[config.mk]
export PLATFORM = sky130hd
export DESIGN_NAME = epoch_seconds_to_calendar
export DESIGN_NICKNAME = d
export VERILOG_FILES = /design/src/hw/rtl/etc_pkg.sv /design/src/hw/rtl/epoch_seconds_to_calendar.sv /design/src/hw/rtl/etc_day_split.sv /design/src/hw/rtl/etc_date.sv /design/src/hw/rtl/etc_clock.sv
export SDC_FILE = /design/constraint.sdc
export NUM_CORES = 2
export LEC_CHECK = 0
export ABC_AREA = 1
export BUFFER_PORTS_ARGS = -buffer_cell sky130_fd_sc_hd__buf_2
export CAP_MARGIN = 20
export CORE_ASPECT_RATIO = 0.75
export CORE_MARGIN = 2
export CORE_UTILIZATION = 40
export CTS_BUF_LIST = sky130_fd_sc_hd__clkbuf_8
export DETAILED_ROUTE_END_ITERATION = 10
export PLACE_DENSITY = 0.52
export RECOVER_POWER = 25
export SLEW_MARGIN = 20
export SYNTH_ARGS = -nofsm -noshare
export SYNTH_HDL_FRONTEND = slang
export SYNTH_HIERARCHICAL = 1
export SYNTH_SLANG_ARGS = --single-unit
[constraint.sdc]
create_clock -name clock -period 19 [get_ports clock]
set_clock_uncertainty 0.05 [all_clocks]
set_input_delay 3.8 -clock clock [delete_from_list [all_inputs] [get_ports clock]]
set_output_delay 3.8 -clock clock [all_outputs]
set_load 0.05 [all_outputs]
[src/hw/rtl/etc_pkg.sv]
// Shared constants, month table and leap-year helpers for the epoch to calendar converter.
// Used by the day split, date, clock and top-level modules. Depends on nothing.
package etc_pkg;

   // Register stages from the input to the output register.
   localparam int PIPE_DEPTH = 7;

   localparam logic [31:0] SECS_PER_DAY = 32'd86400;
   // floor(2^48 / 86400); the quotient estimate is low by at most one.
   localparam logic [31:0] DAY_RECIP    = 32'd3257812230;

   localparam logic [15:0] DAYS_PER_YEAR = 16'd365;
   // ceil(2^24 / 365), exact for any day count the input can produce.
   localparam logic [15:0] YEAR_RECIP    = 16'd45965;
   localparam int          YEAR_SHIFT    = 24;

   localparam logic [16:0] EPOCH_WEEKDAY = 17'd4;
   // ceil(2^19 / 7), exact below 104857.
   localparam logic [16:0] WEEK_RECIP    = 17'd74899;
   localparam int          WEEK_SHIFT    = 19;

   localparam logic [16:0] SECS_PER_HOUR = 17'd3600;
   // ceil(2^28 / 3600), exact below 125203.
   localparam logic [16:0] HOUR_RECIP    = 17'd74566;
   localparam int          HOUR_SHIFT    = 28;

   localparam logic [11:0] SECS_PER_MIN  = 12'd60;
   // ceil(2^18 / 60), exact below 4681.
   localparam logic [12:0] MIN_RECIP     = 13'd4370;
   localparam int          MIN_SHIFT     = 18;

   localparam logic [7:0]  EPOCH_YEAR_OFS = 8'd70;
   // Year offset from 1970 of 2100, the only non-leap century in range.
   localparam logic [7:0]  NONLEAP_CENTURY_OFS = 8'd130;

   localparam logic [8:0] MONTH_START [12] = '{
      9'd0,   9'd31,  9'd59,  9'd90,  9'd120, 9'd151,
      9'd181, 9'd212, 9'd243, 9'd273, 9'd304, 9'd334
   };

   // Leap test for the year 1970 + ofs. Inside 1970..2106 the only century
   // years are 2000, which is leap, and 2100, which is not.
   function automatic logic is_leap_ofs(input logic [7:0] ofs);
      logic [7:0] shifted;
      shifted = ofs + 8'd2;
      return (shifted[1:0] == 2'b00) && (ofs != NONLEAP_CENTURY_OFS);
   endfunction

   // Leap days in the years 1970 .. 1969 + ofs.
   function automatic logic [5:0] leaps_since_epoch(input logic [7:0] ofs);
      logic [8:0] next_ofs;
      logic [5:0] fours;
      next_ofs = {1'b0, ofs} + 9'd1;
      fours    = 6'(next_ofs >> 2);
      return fours - 6'(ofs > NONLEAP_CENTURY_OFS);
   endfunction

   // Zero-based day of year on which month idx begins.
   function automatic logic [8:0] month_start(input logic [3:0] idx, input logic leap);
      return MONTH_START[idx] + 9'((leap && (idx >= 4'd2)) ? 1 : 0);
   endfunction

endpackage

[src/hw/rtl/epoch_seconds_to_calendar.sv]
// Epoch seconds to Gregorian calendar converter, top level.
// Instantiates etc_day_split, etc_date and etc_clock; depends on etc_pkg.
//
// The req_ channel takes one unsigned 32-bit count of seconds since
// 1970-01-01 00:00:00 per item. The rsp_ channel returns one item per
// request with year since 1900, month, day of month, hour, minute, second,
// weekday and one-based day of year.
//
// The datapath is a seven-stage pipeline: three stages split off whole days,
// then the date and time-of-day paths run side by side for four more. The
// first stage loads at the edge that takes an item, which then passes through
// every stage register to rsp_valid. A new item can be taken every cycle while
// the output does not stall. The stage depth is set by the reciprocal multipliers,
// each of which is followed by a register before its back-multiply.
//
// All stages advance together. When rsp_valid is high and rsp_ready is low the
// whole pipeline holds, req_ready drops, and nothing is lost or repeated.
// Reset clears the stage valid bits; the block keeps no other state.
module epoch_seconds_to_calendar (
   input  logic        clock,
   input  logic        reset,
   input  logic        req_valid,
   output logic        req_ready,
   input  logic [31:0] req_epoch_seconds,
   output logic        rsp_valid,
   input  logic        rsp_ready,
   output logic [7:0]  rsp_years_since_1900,
   output logic [3:0]  rsp_month_index,
   output logic [4:0]  rsp_day_of_month,
   output logic [4:0]  rsp_hour_of_day,
   output logic [5:0]  rsp_minute_of_hour,
   output logic [5:0]  rsp_second_of_minute,
   output logic [2:0]  rsp_weekday,
   output logic [8:0]  rsp_day_of_year
);
   import etc_pkg::*;

   logic [PIPE_DEPTH-1:0] valid_ff, valid_in;
   logic                  advance;
   logic [15:0]           days;
   logic [16:0]           sec_of_day;

   assign advance   = !valid_ff[PIPE_DEPTH-1] || rsp_ready;
   assign req_ready = advance;
   assign valid_in  = {valid_ff[PIPE_DEPTH-2:0], req_valid};

   always_ff @(posedge clock) begin
      if (reset) begin
         valid_ff <= '0;
      end else if (advance) begin
         valid_ff <= valid_in;
      end
   end

   assign rsp_valid = valid_ff[PIPE_DEPTH-1];

   etc_day_split u_day_split (
      .clock         (clock),
      .advance       (advance),
      .epoch_seconds (req_epoch_seconds),
      .days          (days),
      .sec_of_day    (sec_of_day)
   );

   etc_date u_date (
      .clock            (clock),
      .advance          (advance),
      .days             (days),
      .years_since_1900 (rsp_years_since_1900),
      .month_index      (rsp_month_index),
      .day_of_month     (rsp_day_of_month),
      .weekday          (rsp_weekday),
      .day_of_year      (rsp_day_of_year)
   );

   etc_clock u_clock (
      .clock            (clock),
      .advance          (advance),
      .sec_of_day       (sec_of_day),
      .hour_of_day      (rsp_hour_of_day),
      .minute_of_hour   (rsp_minute_of_hour),
      .second_of_minute (rsp_second_of_minute)
   );

endmodule

[src/hw/rtl/etc_day_split.sv]
// Three-stage split of the epoch seconds into whole days and the second of the day.
// Uses a reciprocal multiply with one correction step. Depends on etc_pkg.
module etc_day_split (
   input  logic        clock,
   input  logic        advance,
   input  logic [31:0] epoch_seconds,
   output logic [15:0] days,
   output logic [16:0] sec_of_day
);
   import etc_pkg::*;

   logic [63:0] prod_ff, prod_in;
   logic [31:0] secs_ff;
   logic [15:0] quot_ff, quot_in;
   logic [17:0] rem_ff, rem_in;
   logic [15:0] days_ff, days_in;
   logic [16:0] sod_ff, sod_in;

   assign prod_in = 64'(epoch_seconds) * 64'(DAY_RECIP);

   always_comb begin
      quot_in = prod_ff[63:48];
      rem_in  = 18'(secs_ff - 32'(quot_in) * SECS_PER_DAY);
   end

   // The estimate may fall one day short; fix it up here.
   always_comb begin
      if (rem_ff >= 18'(SECS_PER_DAY)) begin
         days_in = quot_ff + 16'd1;
         sod_in  = 17'(rem_ff - 18'(SECS_PER_DAY));
      end else begin
         days_in = quot_ff;
         sod_in  = rem_ff[16:0];
      end
   end

   always_ff @(posedge clock) begin
      if (advance) begin
         prod_ff <= prod_in;
         secs_ff <= epoch_seconds;
         quot_ff <= quot_in;
         rem_ff  <= rem_in;
         days_ff <= days_in;
         sod_ff  <= sod_in;
      end
   end

   assign days       = days_ff;
   assign sec_of_day = sod_ff;

endmodule

[src/hw/rtl/etc_date.sv]
// Four-stage conversion of a day count into year, month, day, weekday and day of year.
// Year from a reciprocal estimate with one correction, month from parallel compares.
// Depends on etc_pkg.
module etc_date (
   input  logic        clock,
   input  logic        advance,
   input  logic [15:0] days,
   output logic [7:0]  years_since_1900,
   output logic [3:0]  month_index,
   output logic [4:0]  day_of_month,
   output logic [2:0]  weekday,
   output logic [8:0]  day_of_year
);
   import etc_pkg::*;

   // Stage 1: reciprocal products for the year and the weekday.
   logic [31:0] yprod_ff, yprod_in;
   logic [33:0] wprod_ff, wprod_in;
   logic [15:0] days1_ff;
   logic [16:0] wnum1_ff, wnum_in;

   // Stage 2: year offset estimate and the day within that year.
   logic [7:0]  ofs_ff, ofs_in;
   logic [17:0] rem_ff, rem_in;
   logic [2:0]  wd2_ff, wd_in;
   logic [14:0] wquot;

   // Stage 3: corrected year.
   logic [7:0]  year_ff, year_in;
   logic        leap_ff, leap_in;
   logic [8:0]  doy_ff, doy_in;
   logic [2:0]  wd3_ff;
   logic [7:0]  ofs_fix;
   logic [17:0] doy_wide;

   // Stage 4: month walk and output register.
   logic [7:0]  year4_ff;
   logic [3:0]  mon_ff, mon_in;
   logic [4:0]  dom_ff, dom_in;
   logic [2:0]  wd4_ff;
   logic [8:0]  yday_ff, yday_in;

   always_comb begin
      wnum_in  = {1'b0, days} + EPOCH_WEEKDAY;
      yprod_in = 32'(days) * 32'(YEAR_RECIP);
      wprod_in = 34'(wnum_in) * 34'(WEEK_RECIP);
   end

   always_comb begin
      ofs_in = yprod_ff[YEAR_SHIFT +: 8];
      wquot  = wprod_ff[WEEK_SHIFT +: 15];
      wd_in  = 3'(wnum1_ff - 17'(wquot) * 17'd7);
      rem_in = {2'b00, days1_ff} - 18'(16'(ofs_in) * DAYS_PER_YEAR)
               - 18'(leaps_since_epoch(ofs_in));
   end

   // A negative remainder means the estimate overshot by one year.
   always_comb begin
      if (rem_ff[17]) begin
         ofs_fix  = ofs_ff - 8'd1;
         doy_wide = rem_ff + 18'(DAYS_PER_YEAR) + 18'(is_leap_ofs(ofs_fix));
      end else begin
         ofs_fix  = ofs_ff;
         doy_wide = rem_ff;
      end
      year_in = EPOCH_YEAR_OFS + ofs_fix;
      leap_in = is_leap_ofs(ofs_fix);
      doy_in  = doy_wide[8:0];
   end

   // The month is the last one whose first day is not past the day of year.
   always_comb begin
      mon_in = 4'd0;
      for (int i = 1; i < 12; i++) begin
         if (month_start(4'(i), leap_ff) <= doy_ff) begin
            mon_in = 4'(i);
         end
      end
      dom_in  = 5'(doy_ff - month_start(mon_in, leap_ff) + 9'd1);
      yday_in = doy_ff + 9'd1;
   end

   always_ff @(posedge clock) begin
      if (advance) begin
         yprod_ff <= yprod_in;
         wprod_ff <= wprod_in;
         days1_ff <= days;
         wnum1_ff <= wnum_in;
         ofs_ff   <= ofs_in;
         rem_ff   <= rem_in;
         wd2_ff   <= wd_in;
         year_ff  <= year_in;
         leap_ff  <= leap_in;
         doy_ff   <= doy_in;
         wd3_ff   <= wd2_ff;
         year4_ff <= year_ff;
         mon_ff   <= mon_in;
         dom_ff   <= dom_in;
         wd4_ff   <= wd3_ff;
         yday_ff  <= yday_in;
      end
   end

   assign years_since_1900 = year4_ff;
   assign month_index      = mon_ff;
   assign day_of_month     = dom_ff;
   assign weekday          = wd4_ff;
   assign day_of_year      = yday_ff;

endmodule

[src/hw/rtl/etc_clock.sv]
// Four-stage split of the second of the day into hour, minute and second.
// Each division is a reciprocal multiply followed by a back-multiply. Depends on etc_pkg.
module etc_clock (
   input  logic        clock,
   input  logic        advance,
   input  logic [16:0] sec_of_day,
   output logic [4:0]  hour_of_day,
   output logic [5:0]  minute_of_hour,
   output logic [5:0]  second_of_minute
);
   import etc_pkg::*;

   logic [33:0] hprod_ff, hprod_in;
   logic [16:0] sod1_ff;
   logic [4:0]  hour2_ff, hour_in;
   logic [11:0] rest2_ff, rest_in;
   logic [23:0] mprod_ff, mprod_in;
   logic [11:0] rest3_ff;
   logic [4:0]  hour3_ff;
   logic [4:0]  hour4_ff;
   logic [5:0]  min_ff, min_in;
   logic [5:0]  sec_ff, sec_in;

   assign hprod_in = 34'(sec_of_day) * 34'(HOUR_RECIP);

   always_comb begin
      hour_in = hprod_ff[HOUR_SHIFT +: 5];
      rest_in = 12'(sod1_ff - 17'(hour_in) * SECS_PER_HOUR);
   end

   assign mprod_in = 24'(rest2_ff) * 24'(MIN_RECIP);

   always_comb begin
      min_in = mprod_ff[MIN_SHIFT +: 6];
      sec_in = 6'(rest3_ff - 12'(min_in) * SECS_PER_MIN);
   end

   always_ff @(posedge clock) begin
      if (advance) begin
         hprod_ff <= hprod_in;
         sod1_ff  <= sec_of_day;
         hour2_ff <= hour_in;
         rest2_ff <= rest_in;
         mprod_ff <= mprod_in;
         rest3_ff <= rest2_ff;
         hour3_ff <= hour2_ff;
         hour4_ff <= hour3_ff;
         min_ff   <= min_in;
         sec_ff   <= sec_in;
      end
   end

   assign hour_of_day      = hour4_ff;
   assign minute_of_hour   = min_ff;
   assign second_of_minute = sec_ff;

endmodule

==> impl_results.md <==
- Simple-gate share of the synthesized area: 0.131
- Post-synth top cells: 1,284 x inv_1, 982 x ha_1, 879 x nand2_1, 506 x fa_1, 268 x edfxtp_1
- FF-to-FF setup slack: 11.94 ns
- Flops & latches, synth: 275
- Number of global-route vias before repair: 32,645
- WP data arrival: 9.75 ns
- Critical Path End Type: flop
- Fraction of layout cells with a size suffix above 1: 0.0448
- Synth Flop Type: edfxtp_1
- Finished Layout Cells: 6,575
- Sink Count: 275
- Final core occ: 0.432
- Final setup viols: 0
- Worst reg2reg path startpoint: u_day_split/days[3]
- Xor-xnor portion of the synthesized cell area: 0.0301
- H-tree depth: 2
- Rel. slew slack: 0.00335
- Vias: 31,684
- Hold Path End: u_day_split/sec_of_day[6]
- Ys Warns: 6
- R2R cell count: 19
- Fin crit period: 9.40 ns
- Synth area leaders: ha_1 28%, fa_1 23%, edfxtp_1 18%, inv_1 11%, nand2_1 7.4%
- Final hold slack: 0.345 ns
- Root Driver: clkbuf_8
- Core ar.: 111,000 µm²
- Post-synthesis cell type count: 60
- Die width: 390 µm
- Die Ht: 293 µm
- Avg WL per Cell: 17.3 µm
- Outcome: finished with violations
- Min-delay worst type: flop to flop
- Worst R2R End: u_date/wprod_ff[21]
- Total grt overflow: 0
- Post-Route Setup TNS: 0 ns
- CTS clock-pin slew for the worst setup and hold paths: 0.08 ns
- HPWL Detailed: 96,600 µm
- Nets: 6,598
- Synth Cell Area: 44,700 µm²
- Clock tree buffer depth: 3
- Pin count of the biggest net entering global routing: 71
- Fin. Hold Viols: 0
- Max-Cap Viols: 1
- Syn_nets: 6,458
- Hold Startpoint: u_day_split/rem_ff[6]
- DRC errors left: 0
- Crit Path Class: primary input to flop
- Violated checks: max-capacitance violations
- CP Launch Type: primary input
- # Post-CTS Setup Buffers: 0
- Post-CTS resize count: 0
- Fin. max-slew vios: 0
- Crit Path Max Fanout: 11
- TritonCTS buffer count: 52
- Synth area leader: ha_1
- First-pass GRT wire length: 182,000 µm
- Synth Area in Compound Gates: 0.0420
- Most common cell in the netlist: inv_1
- Pre-Repair DR Iteration Count: 6
- Post-Synth Adder-Cell Area: 0.502
- Sequential element share of the synthesized area: 0.183
- Multiplexer share of the synthesized area: 0
- Initial DRC count: 1,911
- Gate Count Post-Synth: 4,934
- Detail Route Antenna Nets: 0
- Syn Area/Cell: 9.05 µm²
- Period utilization: 0.495
- Data required, critical path: 19.34 ns
- Post-synthesis async set-or-reset flop share: 0
- Largest family of logic cells by synthesized area: adder cells
- Initial Utilization: 0.402
- FMAX: 0.106 GHz
- # hold bufs at CTS: 0
- Hold Crit Depth: 0
- Worst-Skew Late Latency: 0.63 ns
- Worst-margin pin slew: 1.49 ns
- DP Cell Count: 6,478
- Row Count: 106
- DR vias/cell: 4.82
- IO Count: 84
- RSZ-0062 raised after global routing: no
- Initial antenna violation count: 6
- Area grow syn2layout: 7.42%
- RD Place Congestion: 0.934
- Tot GR Track Use: 0.206
- EDFF count, synth: 268
- Die area: 114,000 µm²
- Final WL: 113,000 µm
- Top cell type's share of synthesized area: 0.275
- CTS tree: yes
- Buffers on Ports: 83
cells in the final DEF, fill, tap and decap left out, drive strengths merged, types with 9 or more instances in the layout:
master and count:
inv 1307, ha 982, nand2 890, fa 506
edfxtp 268, nor2 239, a21oi 166, nand3 146
xor2 104, o21ai 91, buf 87, clkbuf 64
nor3 48, xnor2 47, nand4 36, clkinv 17
o21bai 16, a21o 16, a31oi 11, nor4 10
bufinv 9
stage by stage:
stage	worst slack, ns	instance area (µm²)
floorplan	5.27	44700
global placement	9.04	46900
detailed placement	8.99	46900
CTS	9.71	48100
global route	9.34	48000
finish	9.60	48000
worst max path at each step:
stage	start	to	cells after the start
after floorplan	rsp_ready	req_ready	2
after global placement	req_epoch_seconds[8]	u_day_split/prod_ff[62]	23
after detailed placement	req_epoch_seconds[7]	u_day_split/prod_ff[62]	23
after CTS	req_epoch_seconds[7]	u_day_split/prod_ff[62]	23
after global routing	req_epoch_seconds[7]	u_day_split/prod_ff[62]	23
final	req_epoch_seconds[7]	u_day_split/prod_ff[62]	23
area by class of cell:
class | count | area (µm²)
Antenna cell | 2 | 5.00
Fill cell | 11210 | 63200
Clock inverter | 43 | 428
Multi-Input combinational cell | 3353 | 31500
Inverter | 1293 | 4850
Clock buffer | 52 | 716
Sequential cell | 275 | 8190
Tap cell | 1458 | 1820
Timing Repair Buffer | 99 | 490
cells by family after synthesis:
group	after synthesis
and+or+nand+nor	1388
DFF	275
buffers and inverters	1306
xor gates and xnor gates	151
AOI/OAI and AO/OA	326
adders and majority gates	1488
state kept, by name, indices dropped and copies added, names as in the netlist, 14 cells and up:
register and cells:
u_day_split/sec_of_day 17, u_day_split/rem_ff 18, u_day_split/secs_ff 18, u_day_split/prod_ff 16, u_day_split/days 16, u_day_split/quot_ff 16, u_date/days1_ff 14
critical path, cell delays in order:
cell	delay, ns
buf_2	0.25
fa_1	0.45
ha_1	0.28
inv_1	0.05
fa_1	0.57
fa_1	0.44
fa_1	0.49
inv_1	0.05
fa_1	0.50
fa_1	0.55
inv_1	0.05
fa_1	0.50
inv_1	0.04
ha_1	0.31
nand2_1	0.11
nor2_1	0.33
nand2_1	0.24
nor3_1	0.18
nand2_1	0.10
nand3_1	0.15
nand2_1	0.12
nand3_1	0.10
nand2_1	0.06
metal layers:
metal	part of all wire	global-route usage	wire, µm
met1	0.51	0.308	57800
met2	0.41	0.307	46300
met3	0.067	0.0443	7640
met4	0.014	0.0331	1620
met5	0.00022	0	25
Power is left out: the tool's default activity adds up to more than one toggle a clock period on the data nets, which glitch-free logic cannot reach.
